--- src/rtl/fpbc_pkg.sv ---
// ----------------------------------------------------------------------------
// fpbc_pkg
// shared types and constants of the frustum point and box cull core
// ----------------------------------------------------------------------------
package fpbc_pkg;

	localparam int PLANE_COUNT = 6;
	localparam int REG_COUNT   = 6;
	localparam int CFG_IDX_W   = 3;
	localparam int CFG_DATA_W  = 64;
	localparam int COORD_W     = 20;
	localparam int COEF_W      = 12;
	localparam int OFS_W       = 28;
	localparam int MARGIN_W    = 19;
	localparam int PROD_W      = COEF_W + COORD_W;
	localparam int DIST_W      = 41;
	localparam int FRAC_ALIGN  = 10;

	typedef enum logic [1:0] {
		OP_POINT  = 2'd0,
		OP_MARGIN = 2'd1,
		OP_BOX    = 2'd2,
		OP_GROUP  = 2'd3
	} op_t;

	typedef struct packed {
		op_t                        op;
		logic signed [COORD_W-1:0]  ax;
		logic signed [COORD_W-1:0]  ay;
		logic signed [COORD_W-1:0]  az;
		logic signed [COORD_W-1:0]  bx;
		logic signed [COORD_W-1:0]  by;
		logic signed [COORD_W-1:0]  bz;
		logic [MARGIN_W-1:0]        margin;
		logic                       last;
		logic                       pass;
	} item_t;

endpackage

--- src/rtl/fpbc_cell.sv ---
// ----------------------------------------------------------------------------
// fpbc_cell
// one plane of the chain: holds the plane word, tests the word against it
// in two stages (products, then sum and sign) and hands it to the next cell
// ----------------------------------------------------------------------------
module fpbc_cell
	import fpbc_pkg::*;
(
	input  logic                  clk,
	input  logic                  arst_n,
	input  logic                  plane_we,
	input  logic [CFG_DATA_W-1:0] plane_data,
	input  logic                  in_valid,
	output logic                  in_ready,
	input  item_t                 in_item,
	output logic                  out_valid,
	input  logic                  out_ready,
	output item_t                 out_item
);

	logic [CFG_DATA_W-1:0]     plane_q;
	logic signed [COEF_W-1:0]  coef_a, coef_b, coef_c;
	logic signed [OFS_W-1:0]   ofs_d;
	logic signed [COORD_W-1:0] cx, cy, cz;
	logic signed [PROD_W-1:0]  prod_x, prod_y, prod_z;
	logic signed [PROD_W-1:0]  prod_x_s1, prod_y_s1, prod_z_s1;
	logic signed [DIST_W-1:0]  dist_sum;
	item_t                     item_s1, item_s2;
	item_t                     item_next;
	logic                      v_s1, v_s2;
	logic                      ready_s1, ready_s2;
	logic                      is_box;

	assign coef_a = plane_q[11:0];
	assign coef_b = plane_q[23:12];
	assign coef_c = plane_q[35:24];
	assign ofs_d  = plane_q[63:36];

	always_ff @(posedge clk or negedge arst_n) begin
		if (!arst_n) begin
			plane_q <= '0;
		end else if (plane_we) begin
			plane_q <= plane_data;
		end
	end

	// box: the corner farthest in front of the plane decides
	assign is_box = (in_item.op == OP_BOX);

	always_comb begin
		cx = in_item.ax;
		cy = in_item.ay;
		cz = in_item.az;
		if (is_box) begin
			if (coef_a[COEF_W-1] ? (in_item.bx < in_item.ax) : (in_item.bx > in_item.ax))
				cx = in_item.bx;
			if (coef_b[COEF_W-1] ? (in_item.by < in_item.ay) : (in_item.by > in_item.ay))
				cy = in_item.by;
			if (coef_c[COEF_W-1] ? (in_item.bz < in_item.az) : (in_item.bz > in_item.az))
				cz = in_item.bz;
		end
	end

	assign prod_x = PROD_W'(coef_a) * PROD_W'(cx);
	assign prod_y = PROD_W'(coef_b) * PROD_W'(cy);
	assign prod_z = PROD_W'(coef_c) * PROD_W'(cz);

	assign ready_s2 = !v_s2 || out_ready;
	assign ready_s1 = !v_s1 || ready_s2;
	assign in_ready = ready_s1;

	always_ff @(posedge clk or negedge arst_n) begin
		if (!arst_n) begin
			v_s1 <= 1'b0;
			v_s2 <= 1'b0;
		end else begin
			if (ready_s1)
				v_s1 <= in_valid;
			if (ready_s2)
				v_s2 <= v_s1;
		end
	end

	always_ff @(posedge clk) begin
		if (ready_s1 && in_valid) begin
			item_s1   <= in_item;
			prod_x_s1 <= prod_x;
			prod_y_s1 <= prod_y;
			prod_z_s1 <= prod_z;
		end
	end

	// distance at fraction 18, margin already zero unless margin mode
	assign dist_sum = DIST_W'(prod_x_s1) + DIST_W'(prod_y_s1) + DIST_W'(prod_z_s1)
		+ DIST_W'($signed({ofs_d, {FRAC_ALIGN{1'b0}}}))
		+ DIST_W'({item_s1.margin, {FRAC_ALIGN{1'b0}}});

	always_comb begin
		item_next      = item_s1;
		item_next.pass = item_s1.pass && !dist_sum[DIST_W-1];
	end

	always_ff @(posedge clk) begin
		if (ready_s2 && v_s1) begin
			item_s2 <= item_next;
		end
	end

	assign out_valid = v_s2;
	assign out_item  = item_s2;

`ifndef SYNTHESIS
	a_hold_s2 : assert property (@(posedge clk) disable iff (!arst_n)
		(v_s2 && !out_ready) |=> v_s2)
		else $error("cell dropped a held word");
	a_full_when_blocked : assert property (@(posedge clk) disable iff (!arst_n)
		!in_ready |-> (v_s1 && v_s2))
		else $error("cell blocked with a free stage");
	a_pass_monotone : assert property (@(posedge clk) disable iff (!arst_n)
		(ready_s2 && v_s1 && !item_s1.pass) |=> !item_s2.pass)
		else $error("cell revived a rejected word");
`endif

endmodule

--- config.mk ---
export PLATFORM = sky130hd
export DESIGN_NAME = fpbc_cell
export DESIGN_NICKNAME = d
export VERILOG_FILES = /design/src/rtl/fpbc_pkg.sv /design/src/rtl/fpbc_cell.sv
export SDC_FILE = /design/constraint.sdc
export NUM_CORES = 2
export LEC_CHECK = 0
export ABC_AREA = 1
export BUFFER_PORTS_ARGS = -buffer_cell sky130_fd_sc_hd__buf_2
export CORE_ASPECT_RATIO = 1.75
export CORE_MARGIN = 2
export CORE_UTILIZATION = 40
export DETAILED_ROUTE_END_ITERATION = 8
export MAX_ROUTING_LAYER = met4
export PLACE_DENSITY = 0.54
export SLEW_MARGIN = 20
export SYNTH_ARGS = -nofsm -noshare
export SYNTH_HDL_FRONTEND = slang
export SYNTH_SLANG_ARGS = --single-unit
--- constraint.sdc ---
create_clock -name clk -period 9.9 [get_ports clk]
set_clock_uncertainty 0.15 [all_clocks]
set_input_delay 1.98 -clock clk [delete_from_list [all_inputs] [get_ports clk]]
set_output_delay 1.98 -clock clk [all_outputs]
set_load 0.03 [all_outputs]
**Yosys cells after proc, flatten, opt, wreduce, memory -nomap -nowiden**

Cells that the tools add are included.

- Reduce and logical (&&, ||, !) cells: 8
- $lt $le $gt $ge: 6
- Equality and inequality tests: 1
- Multiply operators: 3
- $add $sub $neg: 4
- Muxes and demuxes: 9

Operators with widths:

| operator | number |
|---|---|
| $mux 20 | 6 |
| $mul 12x20->32 | 3 |
| $gt 20x20->1 | 3 |
| $lt 20x20->1 | 3 |
| $add 39x30->40 | 1 |
| $add 34x38->39 | 1 |
| $add 33x32->34 | 1 |
| $add 32x32->33 | 1 |
| $logic_and 1x1->1 | 3 |
| $logic_not 1->1 | 3 |
| $mux 1 | 3 |
| $eq 2x2->1 const B | 1 |
| $logic_or 1x1->1 | 2 |

- Input bits: 212
- Bits in registers: 448
- Logic and storage cells: 57

**Logic depth before layout (Yosys ltp)**

- Word-level depth: 6
- Mapped depth: 41

**Least setup slack after synthesis**

OpenSTA, ideal clock, no wires.

- Kind: input -> register
- Start: input port out_ready
- End: register item_s2 (netlist bit out_item[0]) (enable)
- Path buffers: 0
- Cell stages on the path: 2
- Data required time: 9.058 ns
- Arrival time: 8.894 ns
- Setup time: 0.692 ns
- Slack: 0.164 ns
- Cells stage by stage: inv_1 > a21oi_1

- Word-level cells in the longest chain between the ends: 2

RTL lines:

| element | RTL line | RTL |
|---|---|---|
| start, declared | fpbc_cell.sv:17 | `input logic out_ready,` |
| $logic_or 1x1->1 | fpbc_cell.sv:68 | `assign ready_s2 = !v_s2 \|\| out_ready;` |
| $logic_and 1x1->1 | fpbc_cell.sv:104 | `if (ready_s2 && v_s1) begin` |
| end signal, assigned | fpbc_cell.sv:105 | `item_s2 <= item_next;` |
| end, declared | fpbc_cell.sv:28 | `item_t item_s1, item_s2;` |

No other way between the ends.
A chain may end at the register's enable or synchronous reset.

**Final worst setup path**

- Start: input port in_item[140] (netlist name)
- End: register prod_x_s1[21], data pin

- Word-level cells in the longest chain between the ends: 5

RTL lines:

| element | RTL line | RTL |
|---|---|---|
| start, declared | fpbc_cell.sv:15 | `input item_t in_item,` |
| $gt 20x20->1 / $lt 20x20->1 (equally long branches) | fpbc_cell.sv:55 | `if (coef_a[COEF_W-1] ? (in_item.bx < in_item.ax) : (in_item.bx > in_item.ax))` |
| $mux 1 | fpbc_cell.sv:55 |  |
| $mux 20 | fpbc_cell.sv:55 |  |
| $mux 20 (*) | fpbc_cell.sv:54 | `if (is_box) begin` |
| $mul 12x20->32 (*) | fpbc_cell.sv:64 | `assign prod_x = PROD_W'(coef_a) * PROD_W'(cx);` |
| via prod_x[21] | fpbc_cell.sv:25 | `logic signed [PROD_W-1:0] prod_x, prod_y, prod_z;` |
| end signal, assigned | fpbc_cell.sv:87 | `prod_x_s1 <= prod_x;` |
| end, declared | fpbc_cell.sv:26 | `logic signed [PROD_W-1:0] prod_x_s1, prod_y_s1, prod_z_s1;` |

The timed path passes the listed nets; every way through them passes the cells marked *.

==> impl_results.md <==
- Hold-fix buffers, CTS: 0
- Hold EP: out_item[76]$_DFFE_PP_
- Num CTS Buffers: 46
- Fraction of registers with async set/reset: 14.7%
- Share of layout cells above drive strength 1: around an eighth
- Overflow after GRT: 0
- Largest family of logic cells by synthesized area: adder cells
- Slew at the pin closest to its max-slew limit: approximately 1.1 ns
- Max_slew headroom: 28.7%
- Yosys top cell area share: 32.7%
- Worst path max stage delay: around 0.56 ns
- Total negative slack: 0 ns
- Yosys reg bits: roughly 450
- Status: complete, no violations
- Syn Std Cell Area: 0.0453 sq mm
- Root Buffer: clkbuf_16
- Final worst path period share: 90.8%
- Adder-Cell Fraction of Synth Area: just over 40%
- Crit path time final: 8.99 ns
- Syn Inst Count: between 4k and 5k
- Clock Pin Slew Worst Setup and Hold Paths: 0.06 ns
- Routed Antenna Nets: 0
- Largest net degree at the start of global routing: approximately 140
- Post-synth EDFFs: 382
- Setup violators final: 0
- Ranking of synthesized cells by area: fa_1 33%, edfxtp_1 25%, ha_1 8.9%
- Most frequent cells in the layout: 995 x inv_1, 813 x nand2_1, 739 x fa_1
- Critical path arrival: ~9.3 ns
- Clock sink count: about 450
- Post-Layout Cell Count: roughly 6.4k
- Die Y: 449 um
- R2R depth: 23
- Routability cong.: 0.981
- Complex-gate fraction of the synthesized area: 4.66%
- MaxCap Viol Count: 0
- Ys Warns: 0
- Skew-Pair Late Insertion Delay: about 0.64 ns
- Hold wc startpoint: item_next[76]$_DFFE_PP_
- DRT Wirelength: 141000 um
- RR Endpoint: prod_z_s1[16]$_DFFE_PP_
- Post-synthesis sequential area ratio: 29.0%
- RSZ-0062 raised after global routing: false
- Drt pass-1 iters: 7
- CTS tree: done
- Unique masters post-synth: 44
- Vias: 31.8k
- Initial DRC count: 1884
- Hold Violations, Final: 0
- Chip Width: 258 um
- Most common cell after layout, fill and taps aside: inv_1
- Core area: 0.113 sq mm
- Vias per cell: 5.00
- Crit Path Class: in2reg
- Placement Rows: about 160
- First-pass GRT wire length: between 200000 and 250000 um
- Max Fclk: 0.111 GHz
- H-Tree Depth: 2
- Final #Nets: 6104
- Synthesized area per cell: 10.1 sq um
- Hold Path Class: reg2reg
- Dpl hpwl: around 120000 um
- DRC Markers: 0
- Worst hold path cell count: 0
- Area growth, synth to finish: 11.8%
- Post-CTS Setup Inserts: 0
- Antenna violations before repair: 15
- Setup crit start kind: input pin
- Worst Path Required: 10.19 ns
- Largest fanout on the critical path: 49
- Io pins: 357
- Most used DFF post-synth: edfxtp_1
- Placed cells: 6268
- DR WL/cell: 22.2 um
- Synth area leader: fa_1
- GRT Resource Usage Total: around 26%
- CP Capture Type: register
- FF-to-FF Start: plane_q[35]$_DFFE_PN0P_
- Initial Util: around two fifths
- CP max-delay cell: fa_1
- Max-slew violation count: 0
- Die area: approximately 0.12 sq mm
- XOR/XNOR Fraction of Synth Area: roughly 2.0%
- Post-synthesis mux area share: 0.697%
- Reg2Reg Setup Slack: 2.17 ns
- Vias in the first global route: 35.3k
- Syn nets: approximately 5.7k
- Port Buffers: 356
- Post-Synth Simple-Gate Area: 12.6%
- Cell mode on critical path: nand2_1
- Resize count post-CTS: 0
- Clk buf depth: 3
[worst max-delay path: cells and delay by family]
family,cells,cell delay [ns]
compound gates,3,1.16
xor+xnor,1,0.33
fa+ha+maj,7,3.25
buf+inv,8,0.92
simple gates,15,1.59
[final cells by class]
class / instances / area, sq um
fillers: 10900 / 62000
multi-input cells: 2910 / 27900
diodes: 2 / 5.00
clock inverters: 27 / 389
well taps: 1485 / 1860
clock buffers: 59 / 1260
flip-flops and latches: 448 / 13100
inverters: 1006 / 3790
repair buffers: 419 / 2310
[logic make-up after synthesis]
| family | Yosys count |
|---|---|
| DFF | 448 |
| buffers and inverters | 1112 |
| AOI/OAI and AO/OA | 360 |
| and+or+nand+nor | 1359 |
| adders and majority gates | 1061 |
| xor gates and xnor gates | 102 |
| muxes | 28 |
[cell usage after synthesis (all sizes together), types with 3 or more instances]
| master | instances |
|---|---|
| a21boi | 4 |
| a21o | 8 |
| a21oi | 136 |
| a31oi | 3 |
| buf | 31 |
| clkbuf | 75 |
| clkinv | 8 |
| dfrtp | 66 |
| edfxtp | 382 |
| fa | 739 |
| ha | 322 |
| inv | 998 |
| mux2 | 28 |
| nand2 | 870 |
| nand3 | 108 |
| nand4 | 31 |
| nor2 | 325 |
| nor3 | 15 |
| nor4 | 7 |
| o211ai | 30 |
| o21a | 5 |
| o21ai | 159 |
| o21bai | 9 |
| o31ai | 3 |
| xnor2 | 39 |
| xor2 | 63 |
[layer usage]
layer	vias up	share of wire (%)	global-route usage [%]
li1	14500	-	-
met1	15900	34	25.9
met2	989	55	48.0
met3	371	3.6	2.27
met4	0	7.3	15.0
met5	-	0	-
[sequential cells by signal, indices dropped and copies added (netlist names)]
name / flops
v_s1: 1
prod_x_s1: 32
prod_z_s1: 32
item_next: 142
out_item: 143
item_s1: 1
prod_y_s1: 32
out_valid: 1
plane_q: 64
[worst max path at each step]
| stage | from | end | slack, ns | cells past startpoint |
|---|---|---|---|---|
| finish | in_item[140] | prod_x_s1[21]$_DFFE_PP_ | 0.91 | 34 |
| global route | in_item[100] | prod_z_s1[22]$_DFFE_PP_ | 0.44 | 34 |
| CTS | in_item[140] | prod_x_s1[21]$_DFFE_PP_ | 1.02 | 34 |
| detailed placement | in_item[140] | prod_x_s1[21]$_DFFE_PP_ | 0.38 | 33 |
| global placement | in_item[132] | prod_x_s1[21]$_DFFE_PP_ | 0.27 | 34 |
| floorplan | out_ready | out_item[0]$_DFFE_PP_ | 0.16 | 2 |
[per-stage QoR]
| stage | setup slack, ns | hold slack (ns) | util, % | cell area, sq um |
|---|---|---|---|---|
| finish | 0.908 | 0.261 | 44.9 | 50600 |
| global route | 0.440 | 0.267 | 44.9 | 50600 |
| CTS | 1.02 | 0.264 | 44.9 | 50600 |
| detailed placement | 0.377 | 0.255 | 43.5 | 48900 |
| global placement | 0.274 | 0.251 | 43.5 | 48900 |
| floorplan | 0.164 | 0.250 | - | 45300 |
Power is not shown: default switching activity piles up to over one toggle a cycle in this logic, so the estimate is an artifact.
